===== config.mk =====
export PLATFORM = sky130hd
export DESIGN_NAME = shae_front
export DESIGN_NICKNAME = d
export VERILOG_FILES = /design/src/rtl/core/shae_pkg.sv /design/src/rtl/core/shae_front.sv
export SDC_FILE = /design/constraint.sdc
export NUM_CORES = 1
export LEC_CHECK = 0
export BUFFER_PORTS_ARGS = -buffer_cell sky130_fd_sc_hd__buf_2
export CAP_MARGIN = 20
export CORE_ASPECT_RATIO = 1.75
export CORE_UTILIZATION = 35
export CTS_CLUSTER_SIZE = 28
export DETAILED_ROUTE_END_ITERATION = 7
export MAX_ROUTING_LAYER = met4
export SLEW_MARGIN = 20
export SYNTH_ARGS = -nofsm -noshare
export SYNTH_HDL_FRONTEND = slang
export SYNTH_SLANG_ARGS = --single-unit

===== constraint.sdc =====
create_clock -name clock -period 9.6 [get_ports clock]
set_input_delay 1.92 -clock clock [delete_from_list [all_inputs] [get_ports clock]]
set_output_delay 1.92 -clock clock [all_outputs]
set_load 0.02 [all_outputs]

===== src/rtl/core/shae_pkg.sv =====
package shae_pkg;

   localparam int BLOCK_BITS = 512;
   localparam int WORD_BITS  = 32;
   localparam int ROUNDS     = 64;

   typedef struct packed {
      logic                  final_blk;
      logic [BLOCK_BITS-1:0] data;
   } blk_type;

   typedef struct packed {
      logic full;
      logic empty;
   } q_status_type;

   localparam logic [31:0] K_ROUND [ROUNDS] = '{
      32'h428a2f98, 32'h71374491, 32'hb5c0fbcf, 32'he9b5dba5, 32'h3956c25b, 32'h59f111f1,
      32'h923f82a4, 32'hab1c5ed5, 32'hd807aa98, 32'h12835b01, 32'h243185be, 32'h550c7dc3,
      32'h72be5d74, 32'h80deb1fe, 32'h9bdc06a7, 32'hc19bf174, 32'he49b69c1, 32'hefbe4786,
      32'h0fc19dc6, 32'h240ca1cc, 32'h2de92c6f, 32'h4a7484aa, 32'h5cb0a9dc, 32'h76f988da,
      32'h983e5152, 32'ha831c66d, 32'hb00327c8, 32'hbf597fc7, 32'hc6e00bf3, 32'hd5a79147,
      32'h06ca6351, 32'h14292967, 32'h27b70a85, 32'h2e1b2138, 32'h4d2c6dfc, 32'h53380d13,
      32'h650a7354, 32'h766a0abb, 32'h81c2c92e, 32'h92722c85, 32'ha2bfe8a1, 32'ha81a664b,
      32'hc24b8b70, 32'hc76c51a3, 32'hd192e819, 32'hd6990624, 32'hf40e3585, 32'h106aa070,
      32'h19a4c116, 32'h1e376c08, 32'h2748774c, 32'h34b0bcb5, 32'h391c0cb3, 32'h4ed8aa4a,
      32'h5b9cca4f, 32'h682e6ff3, 32'h748f82ee, 32'h78a5636f, 32'h84c87814, 32'h8cc70208,
      32'h90befffa, 32'ha4506ceb, 32'hbef9a3f7, 32'hc67178f2
   };

   localparam logic [31:0] INIT_256 [8] = '{
      32'h6a09e667, 32'hbb67ae85, 32'h3c6ef372, 32'ha54ff53a,
      32'h510e527f, 32'h9b05688c, 32'h1f83d9ab, 32'h5be0cd19
   };

   localparam logic [31:0] INIT_224 [8] = '{
      32'hc1059ed8, 32'h367cd507, 32'h3070dd17, 32'hf70e5939,
      32'hffc00b31, 32'h68581511, 32'h64f98fa7, 32'hbefa4fa4
   };

   localparam logic ACT_APPEND = 1'b0;
   localparam logic ACT_FINISH = 1'b1;
   localparam logic MODE_224   = 1'b1;

   function automatic logic [31:0] rotr(input logic [31:0] x, input int n);
      logic [63:0] d;
      d = {x, x} >> n;
      return d[31:0];
   endfunction

   function automatic logic [31:0] ssig0(input logic [31:0] x);
      return rotr(x, 7) ^ rotr(x, 18) ^ (x >> 3);
   endfunction

   function automatic logic [31:0] ssig1(input logic [31:0] x);
      return rotr(x, 17) ^ rotr(x, 19) ^ (x >> 10);
   endfunction

   function automatic logic [31:0] bsig0(input logic [31:0] x);
      return rotr(x, 2) ^ rotr(x, 13) ^ rotr(x, 22);
   endfunction

   function automatic logic [31:0] bsig1(input logic [31:0] x);
      return rotr(x, 6) ^ rotr(x, 11) ^ rotr(x, 25);
   endfunction

endpackage


===== src/rtl/core/shae_front.sv =====
module shae_front (
   input  logic                   clock,
   input  logic                   reset,
   input  logic                   in_valid,
   output logic                   in_ready,
   input  logic                   in_action,
   input  logic [7:0]             in_byte,
   input  shae_pkg::q_status_type q_status,
   output logic                   push,
   output shae_pkg::blk_type      push_blk
);

   typedef enum logic [1:0] {
      ST_FILL = 2'b01,
      ST_PAD  = 2'b10
   } fstate_type;

   fstate_type                          state_ff, state_in;
   logic [5:0]                          pos_ff, pos_in;
   logic [63:0]                         count_ff, count_in;
   logic [63:0]                         len_ff, len_in;
   logic                                first_ff, first_in;
   logic                                len_blk_ff, len_blk_in;
   logic [shae_pkg::BLOCK_BITS-1:0]     buf_ff, buf_in;
   logic                                wr;
   logic [7:0]                          wr_byte;
   logic                                len_blk_now;

   assign in_ready = (state_ff == ST_FILL) && !q_status.full;

   always_comb begin
      state_in    = state_ff;
      pos_in      = pos_ff;
      count_in    = count_ff;
      len_in      = len_ff;
      first_in    = first_ff;
      len_blk_in  = len_blk_ff;
      wr          = 1'b0;
      wr_byte     = in_byte;
      len_blk_now = len_blk_ff;
      push        = 1'b0;
      push_blk.final_blk = 1'b0;
      case (state_ff)
         ST_FILL: begin
            if (in_valid && in_ready) begin
               if (in_action == shae_pkg::ACT_APPEND) begin
                  wr       = 1'b1;
                  count_in = count_ff + 64'd8;
                  if (pos_ff == 6'd63) begin
                     push = 1'b1;
                  end
               end else begin
                  state_in   = ST_PAD;
                  len_in     = count_ff;
                  count_in   = '0;
                  first_in   = 1'b1;
                  len_blk_in = 1'b0;
               end
            end
         end
         ST_PAD: begin
            if (!(pos_ff == 6'd63 && q_status.full)) begin
               wr = 1'b1;
               if (first_ff) begin
                  wr_byte     = 8'h80;
                  len_blk_now = (pos_ff < 6'd56);
                  first_in    = 1'b0;
               end else if (len_blk_ff && pos_ff >= 6'd56) begin
                  wr_byte = len_ff[63:56];
                  len_in  = {len_ff[55:0], 8'h00};
               end else begin
                  wr_byte = 8'h00;
               end
               len_blk_in = len_blk_now;
               if (pos_ff == 6'd63) begin
                  push               = 1'b1;
                  push_blk.final_blk = len_blk_now;
                  len_blk_in         = 1'b1;
                  if (len_blk_now) begin
                     state_in = ST_FILL;
                  end
               end
            end
         end
         default: begin
            state_in = ST_FILL;
         end
      endcase
      buf_in = wr ? {buf_ff[shae_pkg::BLOCK_BITS-9:0], wr_byte} : buf_ff;
      if (wr) begin
         pos_in = pos_ff + 6'd1;
      end
      push_blk.data = buf_in;
   end

   always_ff @(posedge clock) begin
      if (reset) begin
         state_ff   <= ST_FILL;
         pos_ff     <= '0;
         count_ff   <= '0;
         first_ff   <= 1'b0;
         len_blk_ff <= 1'b0;
      end else begin
         state_ff   <= state_in;
         pos_ff     <= pos_in;
         count_ff   <= count_in;
         first_ff   <= first_in;
         len_blk_ff <= len_blk_in;
      end
      len_ff <= len_in;
      buf_ff <= buf_in;
   end

endmodule


==> impl_metrics.yaml <==
synthesis:
  yosys.area.top_type: "dfxtp_1"
  syn_inst: 2737
  synth.area.top_cells: "dfxtp_1 52%, nand2_1 26%, edfxtp_1 8.1%"
  avgSynthCellArea_um2: 8.255
  ys_seq_area_share_pct: 59.77
  synth_area_um2: 22590
  synth_edf_count: 61
  ys_async_sr_fraction_pct: 0
  synth.distinct_cells: 43
  ys_warn_count: 0
  synthFlopType: "dfxtp_1"
  ys_seq_elements: 644
  yosys.area.top_type_share_pct: 51.66
  synthesis.nets: 2756
clock_network:
  clock_latency_ps: 630
  clockRootBuffer: "clkbuf_16"
  cts_resized: 0
  hold_buffers: 0
  cts.clk_slew.worst_paths_ps: 60
  post-cts-setup-buffers: 0
  cts.path.max_buffers: 3
  numCtsBuffers: 59
  htree_levels: 2
  cts.sinks: 644
  cts_tree: "built"
place:
  post-dp-hpwl_mm: 46.48
  port_buffers: 527
  gp_congestion: 0.8187
hold_path:
  hold_path.class: "reg2reg"
worst_setup_path:
  required_ps: 7680
  start_kind: "input port"
  reg2reg_to: "buf_ff[116]"
  end_kind: "primary output"
  rr_worst_depth: 8
  cpMaxStageDelayCell: "buf_4"
  reg2reg_from: "state_ff[1]"
  path_delay_family: "buffers and inverters"
  timing.critical_path.arrival_ps: 4820
  cp_num_buf_inv: 3
  cp.depth: 8
  crit_type: "in2out"
  ff2ff_setup_slack_ps: 6270
  crit_start: "q_status[1]"
  cp_slowest_stage_delay_ps: 780
  crit_fanout: 86
  path_cells: "buf_2 > and3b_1 > nand2b_1 > a21o_4 > buf_4 > nand2_1 > nand2_1 > buf_2"
  crit_end: "push_blk[116]"
sta:
  setup_viol: 0
  fin_skew_ps: 16.88
  finalHoldViolCount: 0
  holdWs_ps: 442.7
  slew_headroom_pct: 35.29
  tns_ps: 0
  period_needed_ps: 6738
  timing.fmax_mhz: 148.4
  tightest_slew_ps: 970.7
  rsz0062_at_grt: "no"
  final.period_utilization_pct: 70.18
  drv_slew: 0
power:
  powerDensity_nw_per_um2: 213.6
  vdd_drop_max_mv: 0.1764
  leakage_nw: 14.34
global_routing:
  grt_pass1_vias: 17530
  antenna_found_initial: 1
  grt_max_degree: 183
  grt.overflow.total: 0
  grt_pass1_wl_mm: 99.87
  track_usage_pct: 19.91
route:
  drc_errors: 0
  wl_per_cell_um: 16.12
  wl_mm: 65.41
  vias: 18570
  drtAntennaViolNets: 0
  vias_per_cell: 4.576
  drt-pass1-iter-count: 5
  drt-initial-drc-count: 896
finish:
  layout_commonest_cell: "nand2_1"
  layout-area-overhead-vs-synth_pct: 23.81
  final_cell_mix: "1558 x nand2_1, 583 x dfxtp_1, 527 x buf_2"
  n_antenna_cell: 0
  num-nets-final: 3223
  final_layout_size_suffix_gt1_share_pct: 21.67
floorplanning:
  start_util_pct: 35.58
  fp.dieW_um: 194.1
  num_rows: 122
  die_h_um: 338.1
  core_area_um2: 63500
  die-area_um2: 65610
  io_pins: 529
run:
  cap_viol_max_count: 0
status:
  status: "complete, no violations"
per-stage QoR:
| stage | instances | cell area, µm² | worst slack [ps] | util [%] | total power, mW |
|---|---|---|---|---|---|
| final | 4059 | 27970 | 2862 | 44.05 | 5.975 |
| after floorplan | 2737 | 22590 | 3620 | - | 3.273 |
| after global placement | 3949 | 25860 | 2836 | 40.72 | 3.480 |
| after detailed placement | 3949 | 25860 | 2841 | 40.72 | 3.484 |
| after CTS | 4059 | 27970 | 2823 | 44.05 | 6.049 |
| after global routing | 4059 | 27970 | 2605 | 44.05 | 6.190 |
routing by layer:
metal / share of wire, % / up-vias / GRT usage (%)
met5: 0 / - / -
met4: 3.6 / 0 / 7.970
met3: 6.7 / 108 / 5.121
met2: 50 / 488 / 35.03
met1: 39 / 8400 / 21.10
li1: - / 9576 / -
how the worst min path moves through the flow:
| stage | from | to | slack (ps) | cells after the start |
|---|---|---|---|---|
| CTS | buf_ff[329] | buf_ff[337] | 450 | 2 |
| global route | buf_ff[507] | buf_ff[507] | 450 | 2 |
| finish | buf_ff[510] | buf_ff[510] | 440 | 2 |
| floorplan | count_ff[63] | count_ff[63] | 450 | 2 |
| detailed placement | buf_ff[507] | buf_ff[507] | 430 | 2 |
| global placement | buf_ff[507] | buf_ff[507] | 430 | 2 |
cell usage after synthesis (2+ instances only):
cell,number
nor4_4,3
a21oi_1,42
buf_2,54
and4_2,2
ha_1,5
inv_1,18
o31ai_1,7
a31oi_1,8
nand4b_1,8
and4_1,4
edfxtp_1,61
nand4_2,5
nand2_1,1558
o21ai_0,33
clkbuf_1,80
nand4_1,24
mux2_2,42
nor2_1,53
xor2_1,19
and3_1,6
buf_1,2
xnor2_1,14
nor2b_1,11
or4_1,4
or3_1,18
nor3_1,9
o21a_1,6
dfxtp_1,583
nand3_1,34
nor4_1,4
nor3_2,2
nand3b_1,3
nand2b_1,4
a211oi_1,2
area by class of cell:
cell class / instances / area, µm²
repair buffers: 542 / 2800
multi-input cells: 1939 / 8479
fillers: 6476 / 35530
flip-flops and latches: 644 / 13500
clock inverters: 27 / 365.4
clock buffers: 83 / 1748
well taps: 806 / 1008
inverters: 18 / 67.56
worst min-delay path, delay by kind of cell (launching register included):
kind / cells / cell delay [ps]
and+or+nand+nor: 2 / 100
DFF: 1 / 300
state kept, by name, summed over array words and instances (netlist names):
| signal | count |
|---|---|
| pos_ff | 6 |
| state_ff | 2 |
| buf_ff | 512 |
| first_ff | 1 |
| len_blk_ff | 1 |
| count_ff | 61 |
| len_ff | 61 |
logic make-up after synthesis:
| logic type | synth area share (%) |
|---|---|
| compound gates | 2.553 |
| flops | 59.77 |
| buf+inv | 2.858 |
| mux | 2.093 |
| xor+xnor | 1.279 |
| fa+ha+maj | 0.2769 |
| simple gates | 31.17 |
power by group:
part | internal (mW) | leakage, nW | switching, mW
clock network | 1.49 | 1.05 | 1.07
registers | 2.83 | 5.28 | 0.0564
logic | 0.134 | 8.01 | 0.399
No activity file was read; power rests on OpenSTA's default activity.
