--- src/rtl/core/shae_pkg.sv ---
package shae_pkg;

   localparam int BLOCK_BITS = 512;
   localparam int WORD_BITS  = 32;
   localparam int ROUNDS     = 64;

   typedef struct packed {
      logic                  final_blk;
      logic [BLOCK_BITS-1:0] data;
   } blk_type;

   typedef struct packed {
      logic full;
      logic empty;
   } q_status_type;

   localparam logic [31:0] K_ROUND [ROUNDS] = '{
      32'h428a2f98, 32'h71374491, 32'hb5c0fbcf, 32'he9b5dba5, 32'h3956c25b, 32'h59f111f1,
      32'h923f82a4, 32'hab1c5ed5, 32'hd807aa98, 32'h12835b01, 32'h243185be, 32'h550c7dc3,
      32'h72be5d74, 32'h80deb1fe, 32'h9bdc06a7, 32'hc19bf174, 32'he49b69c1, 32'hefbe4786,
      32'h0fc19dc6, 32'h240ca1cc, 32'h2de92c6f, 32'h4a7484aa, 32'h5cb0a9dc, 32'h76f988da,
      32'h983e5152, 32'ha831c66d, 32'hb00327c8, 32'hbf597fc7, 32'hc6e00bf3, 32'hd5a79147,
      32'h06ca6351, 32'h14292967, 32'h27b70a85, 32'h2e1b2138, 32'h4d2c6dfc, 32'h53380d13,
      32'h650a7354, 32'h766a0abb, 32'h81c2c92e, 32'h92722c85, 32'ha2bfe8a1, 32'ha81a664b,
      32'hc24b8b70, 32'hc76c51a3, 32'hd192e819, 32'hd6990624, 32'hf40e3585, 32'h106aa070,
      32'h19a4c116, 32'h1e376c08, 32'h2748774c, 32'h34b0bcb5, 32'h391c0cb3, 32'h4ed8aa4a,
      32'h5b9cca4f, 32'h682e6ff3, 32'h748f82ee, 32'h78a5636f, 32'h84c87814, 32'h8cc70208,
      32'h90befffa, 32'ha4506ceb, 32'hbef9a3f7, 32'hc67178f2
   };

   localparam logic [31:0] INIT_256 [8] = '{
      32'h6a09e667, 32'hbb67ae85, 32'h3c6ef372, 32'ha54ff53a,
      32'h510e527f, 32'h9b05688c, 32'h1f83d9ab, 32'h5be0cd19
   };

   localparam logic [31:0] INIT_224 [8] = '{
      32'hc1059ed8, 32'h367cd507, 32'h3070dd17, 32'hf70e5939,
      32'hffc00b31, 32'h68581511, 32'h64f98fa7, 32'hbefa4fa4
   };

   localparam logic ACT_APPEND = 1'b0;
   localparam logic ACT_FINISH = 1'b1;
   localparam logic MODE_224   = 1'b1;

   function automatic logic [31:0] rotr(input logic [31:0] x, input int n);
      logic [63:0] d;
      d = {x, x} >> n;
      return d[31:0];
   endfunction

   function automatic logic [31:0] ssig0(input logic [31:0] x);
      return rotr(x, 7) ^ rotr(x, 18) ^ (x >> 3);
   endfunction

   function automatic logic [31:0] ssig1(input logic [31:0] x);
      return rotr(x, 17) ^ rotr(x, 19) ^ (x >> 10);
   endfunction

   function automatic logic [31:0] bsig0(input logic [31:0] x);
      return rotr(x, 2) ^ rotr(x, 13) ^ rotr(x, 22);
   endfunction

   function automatic logic [31:0] bsig1(input logic [31:0] x);
      return rotr(x, 6) ^ rotr(x, 11) ^ rotr(x, 25);
   endfunction

endpackage

--- src/rtl/core/shae_queue.sv ---
module shae_queue (
   input  logic                   clock,
   input  logic                   reset,
   input  logic                   push,
   input  shae_pkg::blk_type      push_blk,
   input  logic                   pop,
   output shae_pkg::blk_type      head_blk,
   output shae_pkg::q_status_type status
);

   shae_pkg::blk_type entry_ff [2];
   logic              wp_ff, wp_in;
   logic              rp_ff, rp_in;
   logic [1:0]        cnt_ff, cnt_in;

   assign status.full  = (cnt_ff == 2'd2);
   assign status.empty = (cnt_ff == 2'd0);
   assign head_blk     = entry_ff[rp_ff];

   always_comb begin
      wp_in  = push ? ~wp_ff : wp_ff;
      rp_in  = pop ? ~rp_ff : rp_ff;
      cnt_in = cnt_ff + {1'b0, push} - {1'b0, pop};
   end

   always_ff @(posedge clock) begin
      if (reset) begin
         wp_ff  <= 1'b0;
         rp_ff  <= 1'b0;
         cnt_ff <= '0;
      end else begin
         wp_ff  <= wp_in;
         rp_ff  <= rp_in;
         cnt_ff <= cnt_in;
      end
      if (push) begin
         entry_ff[wp_ff] <= push_blk;
      end
   end

endmodule

--- config.mk ---
export PLATFORM = sky130hd
export DESIGN_NAME = shae_queue
export DESIGN_NICKNAME = d
export VERILOG_FILES = /design/src/rtl/core/shae_pkg.sv /design/src/rtl/core/shae_queue.sv
export SDC_FILE = /design/constraint.sdc
export NUM_CORES = 1
export LEC_CHECK = 0
export BUFFER_PORTS_ARGS = -buffer_cell sky130_fd_sc_hd__buf_2
export CAP_MARGIN = 0
export CORE_AREA = 3 3 395 397
export DETAILED_ROUTE_END_ITERATION = 10
export DIE_AREA = 0 0 398 400
export PLACE_DENSITY_LB_ADDON = 0.15
export SLEW_MARGIN = 20
export SYNTH_ARGS = -nofsm -noshare
export SYNTH_HDL_FRONTEND = slang
export SYNTH_SLANG_ARGS = --single-unit
--- constraint.sdc ---
create_clock -name clock -period 26.9 [get_ports clock]
set_input_delay 4.035 -clock clock [delete_from_list [all_inputs] [get_ports clock]]
set_output_delay 4.035 -clock clock [all_outputs]
set_load 0.01 [all_outputs]
==> impl_results.rst, run 1 <==
.. list-table::
   :header-rows: 1

   * - Metric
     - Value
   * - Origin of the worst min-delay path
     - rp_ff
   * - Final Hold Fails
     - 0
   * - Setup Viol. Count Final
     - 0
   * - Max_slew headroom
     - 0.282
   * - Routability cong.
     - 0.868
   * - Number of placement rows
     - between 100 and 150
   * - Ratio of cells with drive above 1 in the final layout
     - 0.605
   * - Final layout net count
     - 3250
   * - Type of the worst setup path
     - register to output port
   * - CTS-repair resized insts
     - 0
   * - Detailed router's first-iteration violation count
     - 1159
   * - Kind of path behind the tightest hold check
     - register to register
   * - Starting utilization of the core area
     - 0.246
   * - Cell area after placement
     - 44700 um2
   * - Share of the clock period used by the worst path
     - 0.320
   * - CTS clock-pin slew for the worst setup and hold paths
     - around 0.05 ns
   * - Drc violations
     - 0
   * - Endpoint of the worst register-to-register path
     - entry_ff[0][228]
   * - Number of antenna violations at the first check in global routing
     - 70
   * - Vias in the first global route
     - 21200
   * - Leakage power
     - 17.5 nW
   * - Largest net degree at the start of global routing
     - 155
   * - Average vias per placed instance
     - 4.06
   * - Number of input and output port buffers inserted
     - slightly above 1000
   * - Worst VDD drop
     - 0.0000526 V
   * - Crit path max fanout
     - 68
   * - Count of unique library cells instantiated by Yosys
     - 12
   * - Clock tree from TritonCTS
     - built
   * - Max Cap Violations
     - 0
   * - Power per unit of standard cell area
     - 78.3 nW/um2
   * - Final cell area excluding filler cells
     - slightly below 50000 um2
   * - Max clock buf depth
     - 3
   * - Boundary Pins
     - 1032
   * - Sequential cell area fraction in the yosys report
     - 0.826
   * - Type of element capturing the critical path
     - output port
   * - Data required time at the worst endpoint
     - between 20 and 25 ns
   * - Startpoint Class
     - register
   * - Number of register bits inferred by synthesis
     - about 1000
   * - Least-Margin Pin Slew
     - 1.08 ns
   * - Launch instance of the worst register-to-register path
     - wp_ff
   * - R2R depth
     - 5
   * - Layout overhead on the synthesized area
     - 29.2%
   * - Pins over their slew limit
     - 0
   * - Depth of the worst hold-timing path
     - 2
   * - Top library cells by usage in the layout, fill and taps aside
     - 1031 x sky130_fd_sc_hd__buf_2, 1026 x sky130_fd_sc_hd__edfxtp_1, 513 x sky130_fd_sc_hd__mux2_2, 118 x sky130_fd_sc_hd__clkbuf_16
   * - Setup Skew
     - 0.0437 ns
   * - Clock insertion delay at the later pin of the skew report
     - about 0.70 ns
   * - Power Total
     - 3.79 mW
   * - Arrival time of data at the critical path endpoint
     - 4.58 ns
   * - Mapped cell area
     - about 37000 um2
   * - Post-Place Worst Slack
     - 18.56 ns
   * - Count of clock tree sinks
     - 1031
   * - Final setup margin
     - 18.29 ns
   * - Gate count of the mapped netlist
     - 1617
   * - Post-Syn Nets
     - 2136
   * - Most common cell after layout, fill and taps aside
     - sky130_fd_sc_hd__buf_2
   * - Global-route wire length before repair
     - 151 mm
   * - Standard cell core area
     - 152000 um2
   * - Average cell area after synthesis
     - about 23 um2
   * - Post-CTS Setup Repair Bufs
     - 0
   * - Aggregate global routing overflow
     - 0
   * - Antenna Nets Post-Route
     - 0
   * - Overall routing resource usage
     - 0.132
   * - Overall via count from detail_route
     - 19800
   * - Die Width
     - 398 um
   * - Worst hold path endpoint
     - rp_ff
   * - DIE AREA
     - 159000 um2
   * - Minimum period implied by the final worst setup slack
     - 8.61 ns
   * - Hold-fix buffer count after cts
     - 0
   * - Number of CTS-inserted buffers
     - 117
   * - Overall die height
     - 400 um
   * - Root Buffer Master
     - sky130_fd_sc_hd__clkbuf_16
   * - Peak Freq
     - 0.116 GHz
   * - Number of detailed-route iterations in the first pass
     - 5
   * - Setup slack, reg-to-reg
     - 22.54 ns
   * - Number of warnings reported in the yosys synthesis log
     - 0
   * - HPWL after detailed placement
     - between 80 and 90 mm
   * - H-tree depth
     - 3
   * - Final routed wire length divided by cell count
     - 22.6 um
   * - Outcome
     - finished clean
   * - Post-Route WL
     - 110 mm
   * - RSZ-0062 raised after global routing
     - false
   * - Setup total negative slack
     - 0 ns
flip-flops by register name, indices dropped and copies added, names as in the netlist, named ones only:
name,flops
wp_ff,1
cnt_ff,2
rp_ff,1
entry_ff,1026
logic make-up (layout without fill, tap and decap cells):
kind of cell / Yosys count / in the layout / share of synthesized area
other cells: 0 / 27 / 0
fa+ha+maj: 2 / 2 / 0.000669
xor+xnor: 3 / 3 / 0.00107
simple gates: 9 / 9 / 0.00117
buf+inv: 59 / 1267 / 0.0167
flops: 1031 / 1031 / 0.826
mux: 513 / 513 / 0.154
power breakdown:
| group | internal, mW | leakage (nW) | total [mW] | switching (mW) |
|---|---|---|---|---|
| Clock | 0.852 | 1.72 | 1.47 | 0.621 |
| Sequential | 1.88 | 9.67 | 1.90 | 0.0243 |
| Combinational | 0.172 | 6.15 | 0.409 | 0.237 |
| Total | 2.90 | 17.5 | 3.79 | 0.882 |
worst max path at each step:
stage	start	endpoint	slack [ns]	cells after the start
final	register	head_blk[202]	18.29	5
after global routing	register	head_blk[157]	17.91	5
after CTS	register	head_blk[157]	18.10	5
after detailed placement	push	entry_ff[0][344]	18.56	6
after global placement	push	entry_ff[0][185]	18.69	6
after floorplan	push	entry_ff[0][0]	9.08	1
critical path: stages, from the launching register on:
cell and delay, ns:
sky130_fd_sc_hd__dfxtp_4 0.76, sky130_fd_sc_hd__buf_4 0.76, sky130_fd_sc_hd__buf_4 0.81, sky130_fd_sc_hd__buf_4 0.76
sky130_fd_sc_hd__mux2_2 0.43, sky130_fd_sc_hd__buf_2 0.15
cell usage after synthesis:
library cell	count	area, um2
sky130_fd_sc_hd__edfxtp_1	1026	30800
sky130_fd_sc_hd__mux2_2	513	5780
sky130_fd_sc_hd__buf_6	53	597
sky130_fd_sc_hd__dfxtp_1	5	100
sky130_fd_sc_hd__nor2_1	5	18.8
sky130_fd_sc_hd__buf_2	4	20.0
sky130_fd_sc_hd__nor2b_1	3	18.8
sky130_fd_sc_hd__ha_1	2	25.0
sky130_fd_sc_hd__inv_1	2	7.51
sky130_fd_sc_hd__xnor2_1	2	17.5
sky130_fd_sc_hd__and2_1	1	6.26
sky130_fd_sc_hd__xnor3_1	1	22.5
per-stage QoR:
| stage | util | hold WS [ns] | instances |
|---|---|---|---|
| after floorplan | - | 0.480 | 1617 |
| after global placement | 0.293 | 0.500 | 4642 |
| after CTS | 0.317 | 0.522 | 4855 |
| after detailed placement | 0.293 | 0.506 | 4642 |
| after global routing | 0.317 | 0.556 | 4872 |
| final | 0.317 | 0.521 | 4882 |
metal layers:
metal | wire [um] | share of wire | GRT usage | vias to the layer above
met5 | 323 | 0.0029 | 0 | -
met4 | 3690 | 0.034 | 0.0510 | 52
met3 | 10500 | 0.095 | 0.0569 | 244
met2 | 57000 | 0.52 | 0.233 | 804
met1 | 38600 | 0.35 | 0.137 | 9972
li1 | - | - | - | 8768
final cells by class:
type	instances	area [um2]
multi-input combinational	527	5900
inverter	2	7.51
sequential	1031	30900
clock buffer	154	3090
fill	15000	104000
tap	2030	2540
antenna	27	67.6
clock inverter	59	493
timing repair buffer	1052	5330
No activity file was read; power rests on OpenSTA's default activity.
==> inputs of run 2 (changes only) <==
clock period = 7.5 ns   (was 26.9 ns; I/O delays follow)
==> impl_results.rst, run 2 (synthesis gave the netlist of run 1 again) <==
.. list-table::
   :header-rows: 1

   * - Metric
     - Value
   * - Post-CTS Setup Repair Bufs
     - 0 (unchanged)
   * - Overall via count from detail_route
     - 19800 (-0.43%)
   * - Flip-flop count of the largest register, all copies and words added
     - 1026 (unchanged)
   * - Sequential cell area
     - 30900 um2 (unchanged)
   * - Type of the worst setup path
     - register to output port
   * - Power per unit of standard cell area
     - 279 nW/um2 (+260%)
   * - Peak Freq
     - ~0.23 GHz
   * - Clock tree from TritonCTS
     - built
   * - Overall routing resource usage
     - 0.132 (+0.000285)
   * - Endpoint of the worst register-to-register path
     - entry_ff[1][75]
   * - Slowest library cell on the worst path
     - sky130_fd_sc_hd__dfxtp_4
   * - Number of input and output port buffers inserted
     - 1031 (unchanged)
   * - Crit path max fanout
     - 109 (+60%)
   * - Starting utilization of the core area
     - 0.246 (unchanged)
   * - Kind of path behind the tightest hold check
     - register to register
   * - Drc violations
     - 0 (unchanged)
   * - Most common cell after layout, fill and taps aside
     - sky130_fd_sc_hd__buf_2
   * - Pins over their slew limit
     - 0 (unchanged)
   * - Worst VDD drop
     - 0.000181 V (+240%)
   * - Aggregate global routing overflow
     - 0 (unchanged)
   * - Leakage power
     - 17.6 nW (+0.29%)
   * - Final layout net count
     - 3251 (+0.031%)
   * - RSZ-0062 raised after global routing
     - false
   * - CTS clock-pin slew for the worst setup and hold paths
     - 0.06 ns (about the same)
   * - DIE AREA
     - 159000 um2 (unchanged)
   * - Largest net degree at the start of global routing
     - 158 (+1.9%)
   * - Depth of the worst hold-timing path
     - 2 (unchanged)
   * - Ratio of cells with drive above 1 in the final layout
     - 0.611 (+0.00588)
   * - Max_slew headroom
     - 0.225 (-0.0576)
   * - Detailed router's first-iteration violation count
     - 1065 (-8.1%)
   * - Internal power
     - 10.3 mW (+260%)
   * - Startpoint Class
     - register
   * - Hold-fix buffer count after cts
     - 0 (unchanged)
   * - Minimum period implied by the final worst setup slack
     - 4.43 ns
   * - Power Total
     - 13.5 mW (+260%)
   * - Share of the clock period used by the worst path
     - 0.591
   * - Number of placement rows
     - 143 (unchanged)
   * - P_sw
     - 3.17 mW (+260%)
   * - Antenna Nets Post-Route
     - 0 (unchanged)
   * - Least-Margin Pin Slew
     - 1.16 ns (+0.0864 ns)
   * - Most used cell, CP
     - sky130_fd_sc_hd__buf_12
   * - R2R depth
     - 3 (-2)
   * - Final cell count without fillers
     - 4882 (unchanged)
   * - Boundary Pins
     - 1032 (unchanged)
   * - Number of detailed-route iterations in the first pass
     - 5 (unchanged)
   * - Clock insertion delay at the later pin of the skew report
     - 0.70 ns (about the same)
   * - Post-Route WL
     - 111 mm (+0.39%)
   * - HPWL after detailed placement
     - 80.0 mm (-1.1%)
   * - CTS-repair resized insts
     - 0 (unchanged)
   * - Setup slack, reg-to-reg
     - 4.72 ns (-17.82 ns)
   * - H-tree depth
     - 3 (unchanged)
   * - Number of CTS-inserted buffers
     - 113 (-3.4%)
   * - Register with the most flip-flops
     - entry_ff
   * - Origin of the worst min-delay path
     - rp_ff
   * - Fillers
     - 15000 (-0.42%)
   * - Outcome
     - finished clean
   * - Average vias per placed instance
     - 4.05 (-0.43%)
   * - Final routed wire length divided by cell count
     - 22.7 um (+0.39%)
   * - Routability cong.
     - 0.847 (-2.5%)
   * - Type of element capturing the critical path
     - output port
   * - Setup Skew
     - 0.0420 ns (-0.00170 ns)
   * - Setup Viol. Count Final
     - 0 (unchanged)
   * - Standard cell core area
     - 152000 um2 (unchanged)
   * - Switching Share
     - 0.235 (+0.00175)
   * - Root Buffer Master
     - sky130_fd_sc_hd__clkbuf_16
   * - Max clock buf depth
     - 3 (unchanged)
   * - Launch instance of the worst register-to-register path
     - wp_ff
   * - Overall die height
     - 400 um (unchanged)
   * - Biggest cell delay along the critical path
     - 0.92 ns (+0.11 ns)
   * - Biggest regs
     - entry_ff: 1026 flops, cnt_ff: 2 flops
   * - Clk network pwr share
     - 0.385 (-0.004)
   * - Top library cells by usage in the layout, fill and taps aside
     - 1031 x sky130_fd_sc_hd__buf_2, 1026 x sky130_fd_sc_hd__edfxtp_1, 513 x sky130_fd_sc_hd__mux2_2, 115 x sky130_fd_sc_hd__clkbuf_16, 37 x sky130_fd_sc_hd__clkinv_1
   * - Arrival time of data at the critical path endpoint
     - 3.31 ns (-1.27 ns)
   * - Cells after DPL
     - 4646 (+0.086%)
   * - Data required time at the worst endpoint
     - 6.38 ns (-16.48 ns)
   * - Global-route wire length before repair
     - 151 mm (-0.23%)
   * - Max Cap Violations
     - 0 (unchanged)
   * - Setup total negative slack
     - 0 ns (unchanged)
   * - Part of the total power dissipated in sequential elements
     - 0.505 (+0.002)
   * - Count of clock tree sinks
     - 1031 (unchanged)
   * - Logic gate share of total power
     - 0.109 (about the same)
   * - Multi-input combinational cell area
     - 5900 um2 (unchanged)
   * - Number of antenna violations at the first check in global routing
     - 73 (+4.3%)
   * - Ordered cell list for the critical path
     - buf_12 > buf_12 > mux2_2 > buf_2
   * - Die Width
     - 398 um (unchanged)
   * - Post-route core utilization
     - 0.318 (+0.000682)
   * - Final Hold Fails
     - 0 (unchanged)
   * - Vias in the first global route
     - 21100 (-0.71%)
   * - Layout overhead on the synthesized area
     - 29.5%
[run 2: cell count changes in the layout (fill, tap and decap cells not counted), moves of 2 or more]
cell / before / now
sky130_fd_sc_hd__clkinv_2: 9 / 21
sky130_fd_sc_hd__clkbuf_1: 36 / 18
sky130_fd_sc_hd__buf_12: 1 / 10
sky130_fd_sc_hd__clkbuf_16: 118 / 115
sky130_fd_sc_hd__clkinvlp_4: 1 / 4
sky130_fd_sc_hd__buf_4: 19 / 15
sky130_fd_sc_hd__inv_6: 4 / 2
[run 2: how the worst max path moves through the flow]
stage,slack (ns),depth (start not counted),endpoint,start
floorplan,-1.72,1,entry_ff[0][0],push
global placement,3.75,4,head_blk[280],register
detailed placement,3.70,4,head_blk[252],register
CTS,2.86,4,head_blk[252],register
global route,2.81,4,head_blk[360],register
finish,3.07,4,head_blk[229],register
[run 2: critical path: cells and delay by family (launching register included)]
kind | cells | cell delay [ns]
buf+inv | 3 | 0.95
mux | 1 | 0.40
flops | 1 | 0.92
[run 2: per-stage QoR]
stage               worst slack [ns]  hold WS (ns)  area [um2]
finish                          3.07         0.527       48400
global route                    2.81         0.514       48400
CTS                             2.86         0.495       48300
detailed placement              3.70         0.512       44800
global placement                3.75         0.499       44800
floorplan                      -1.72         0.480       37400
[run 2: power by group through the flow]
stage,clock (mW),sequential [mW],combinational (mW)
after floorplan,0,6.99,0.806
after global placement,0,6.95,1.49
after detailed placement,0,6.95,1.52
after CTS,5.42,6.84,1.52
after global routing,5.65,6.86,1.59
final,5.21,6.83,1.48
[run 2: cell type report]
cell class	count	area share
tap	2030	0.0524
sequential	1031	0.638
multi-input combinational	527	0.122
inverter	2	0.000155
antenna	28	0.00145
clock inverter	74	0.0118
timing repair buffer	1057	0.114
clock buffer	133	0.0608
[run 2: per-layer routing]
layer / track usage / share of wire / vias up
li1: - / - / 8766
met1: 0.140 / 0.36 / 9921
met2: 0.234 / 0.52 / 784
met3: 0.0571 / 0.095 / 232
met4: 0.0446 / 0.027 / 52
met5: 0 / 0.0032 / -
==> inputs of run 3 (changes only) <==
CORE_AREA = 3 3 406 408   (was 3 3 395 397)
DIE_AREA = 0 0 409 411   (was 0 0 398 400)
clock period = 4.2 ns   (was 7.5 ns; I/O delays follow)
==> impl_results.rst, run 3 (synthesis gave the netlist of run 1 again) <==
.. list-table::
   :header-rows: 1

   * - Metric
     - Value
   * - Largest net degree at the start of global routing
     - 101 (-36%)
   * - Final layout net count
     - 3326 (+2.3%)
   * - Data required time at the worst endpoint
     - 3.57 ns (-2.81 ns)
   * - Hold-fix buffer count after cts
     - 58 (+58)
   * - Post-Route WL
     - 111 mm (about the same)
   * - Overall via count from detail_route
     - 19900 (+0.92%)
   * - Count of clock tree sinks
     - 1031 (unchanged)
   * - Multi-input combinational cell area
     - 5900 um2 (unchanged)
   * - Setup slack, reg-to-reg
     - 2.10 ns (-2.62 ns)
   * - Setup total negative slack
     - 0 ns (unchanged)
   * - Part of the total power dissipated in sequential elements
     - 0.498 (-0.007)
   * - Boundary Pins
     - 1032 (unchanged)
   * - Flip-flop count of the largest register, all copies and words added
     - 1026 (unchanged)
   * - Type of the worst setup path
     - register to output port
   * - Sequential cell area
     - 30900 um2 (unchanged)
   * - Final Hold Fails
     - 0 (unchanged)
   * - Register with the most flip-flops
     - entry_ff
   * - Type of element capturing the critical path
     - output port
   * - Startpoint Class
     - register
   * - Endpoint of the worst register-to-register path
     - entry_ff[0][444]
   * - Post-CTS Setup Repair Bufs
     - 0 (unchanged)
   * - Origin of the worst min-delay path
     - push_blk[20]
   * - R2R depth
     - 2 (-1)
   * - Cells after DPL
     - 4806 (+3.4%)
   * - Max clock buf depth
     - 3 (unchanged)
   * - Power Total
     - 24.5 mW (+81%)
   * - Die Width
     - 409 um (+2.8%)
   * - Biggest regs
     - entry_ff: 1026 flops, cnt_ff: 2 flops
   * - Logic gate share of total power
     - 0.111 (+0.002)
   * - Worst hold path endpoint
     - entry_ff[0][20]
   * - Outcome
     - finished clean
   * - Layout overhead on the synthesized area
     - 32.2%
   * - Average vias per placed instance
     - 3.91 (-3.4%)
   * - Ratio of cells with drive above 1 in the final layout
     - 0.601 (-0.00987)
   * - Post-Place Worst Slack
     - 1.55 ns (-2.15 ns)
   * - Fillers
     - 16000 (+7.1%)
   * - Vias in the first global route
     - 21400 (+1.6%)
   * - Number of placement rows
     - 148 (+3.5%)
   * - Number of input and output port buffers inserted
     - 1031 (unchanged)
   * - Standard cell core area
     - 162000 um2 (+6.4%)
   * - RSZ-0062 raised after global routing
     - false
   * - Worst VDD drop
     - 0.000380 V (+110%)
   * - H-tree depth
     - 3 (unchanged)
   * - Routability cong.
     - 0.816 (-3.7%)
   * - Minimum period implied by the final worst setup slack
     - 3.28 ns
   * - Launch instance of the worst register-to-register path
     - wp_ff
   * - Antenna Nets Post-Route
     - 0 (unchanged)
   * - Most common cell after layout, fill and taps aside
     - sky130_fd_sc_hd__buf_2
   * - Setup Viol. Count Final
     - 0 (unchanged)
   * - Switching Share
     - 0.236 (+0.00147)
   * - Final cell count without fillers
     - 5098 (+4.4%)
   * - Overall die height
     - 411 um (+2.8%)
   * - Final routed wire length divided by cell count
     - 21.7 um (-4.2%)
   * - Top library cells by usage in the layout, fill and taps aside
     - 1031 x sky130_fd_sc_hd__buf_2, 1026 x sky130_fd_sc_hd__edfxtp_1, 513 x sky130_fd_sc_hd__mux2_2, 117 x sky130_fd_sc_hd__clkbuf_16, 58 x sky130_fd_sc_hd__dlygate4sd3_1
   * - Final setup margin
     - 0.922 ns (-2.14 ns)
   * - Clock insertion delay at the later pin of the skew report
     - 0.70 ns (about the same)
   * - Pins over their slew limit
     - 0 (unchanged)
   * - Number of antenna violations at the first check in global routing
     - 52 (-29%)
   * - Clock tree from TritonCTS
     - built
   * - Max_slew headroom
     - 0.428 (+0.204)
   * - DIE AREA
     - 168000 um2 (+5.6%)
   * - Power per unit of standard cell area
     - 495 nW/um2 (+77%)
   * - Worst slack on hold paths
     - 0.100 ns (-0.427 ns)
   * - Aggregate global routing overflow
     - 0 (unchanged)
   * - Crit path max fanout
     - 93 (-15%)
   * - CTS clock-pin slew for the worst setup and hold paths
     - 0.06 ns (about the same)
   * - Internal power
     - 18.7 mW (+81%)
   * - Max Cap Violations
     - 0 (unchanged)
   * - Share of the clock period used by the worst path
     - 0.780
   * - Leakage power
     - 18.0 nW (+2.2%)
   * - Arrival time of data at the critical path endpoint
     - 2.65 ns (-0.66 ns)
   * - Number of detailed-route iterations in the first pass
     - 5 (unchanged)
   * - P_sw
     - 5.78 mW (+82%)
   * - Number of CTS-inserted buffers
     - 116 (+2.7%)
   * - Depth of the worst hold-timing path
     - 1 (-1)
   * - Clk network pwr share
     - 0.392 (+0.007)
   * - Peak Freq
     - a little over 0.3 GHz
   * - Overall routing resource usage
     - 0.125 (-0.00643)
   * - CTS-repair resized insts
     - 0 (unchanged)
   * - Kind of path behind the tightest hold check
     - input pin to register
   * - Root Buffer Master
     - sky130_fd_sc_hd__clkbuf_16
   * - Starting utilization of the core area
     - 0.231 (-0.0148)
   * - Setup Skew
     - 0.0319 ns (-0.0101 ns)
   * - Drc violations
     - 0 (unchanged)
   * - HPWL after detailed placement
     - 80.5 mm (+0.66%)
   * - Least-Margin Pin Slew
     - 0.856 ns (-0.307 ns)
   * - Global-route wire length before repair
     - 154 mm (+2.0%)
   * - Detailed router's first-iteration violation count
     - 1058 (-0.66%)
[run 3: through the flow]
step	instance area (um2)	util
5_1_grt	49400	0.305
4_1_cts	49400	0.305
3_5_place_dp	45200	0.279
6_report	49500	0.305
2_1_floorplan	37400	-
3_3_place_gp	45200	0.279
[run 3: power groups by stage]
stage	Clock [mW]	Combinational, mW	Sequential (mW)
floorplan	0	1.44	12.5
CTS	9.95	2.80	12.2
detailed placement	0	2.74	12.4
global placement	0	2.70	12.4
finish	9.58	2.71	12.2
global route	10.4	2.92	12.2
[run 3: layer usage]
metal  vias up  part of all wire  global-route usage
li1       8897                 -                   -
met4        22             0.026              0.0341
met2       767              0.53               0.228
met1     10000              0.36               0.135
met3       223             0.086              0.0497
met5         -            0.0013                   0
[run 3: worst max-delay path by stage]
stage	slack (ns)	cells after the start	start	to
after detailed placement	1.55	3	push	entry_ff[0][372]
after global placement	1.55	3	push	entry_ff[0][396]
after floorplan	-4.52	1	push	entry_ff[0][0]
after CTS	0.76	3	register	head_blk[380]
after global routing	0.70	3	register	head_blk[380]
final	0.92	3	register	head_blk[380]
[run 3: area by class of cell]
| type | count | area share |
|---|---|---|
| Tap cell | 2175 | 0.0550 |
| Antenna cell | 21 | 0.00106 |
| Timing Repair Buffer | 1129 | 0.126 |
| Clock buffer | 140 | 0.0609 |
| Multi-Input combinational cell | 527 | 0.119 |
| Sequential cell | 1031 | 0.625 |
| Inverter | 2 | 0.000152 |
| Clock inverter | 73 | 0.0123 |
[run 3: worst max-delay path, stage by stage, from the launching register on]
cell and delay [ns]:
sky130_fd_sc_hd__dfxtp_4 0.72, sky130_fd_sc_hd__buf_12 0.44, sky130_fd_sc_hd__mux2_2 0.46, sky130_fd_sc_hd__buf_2 0.15
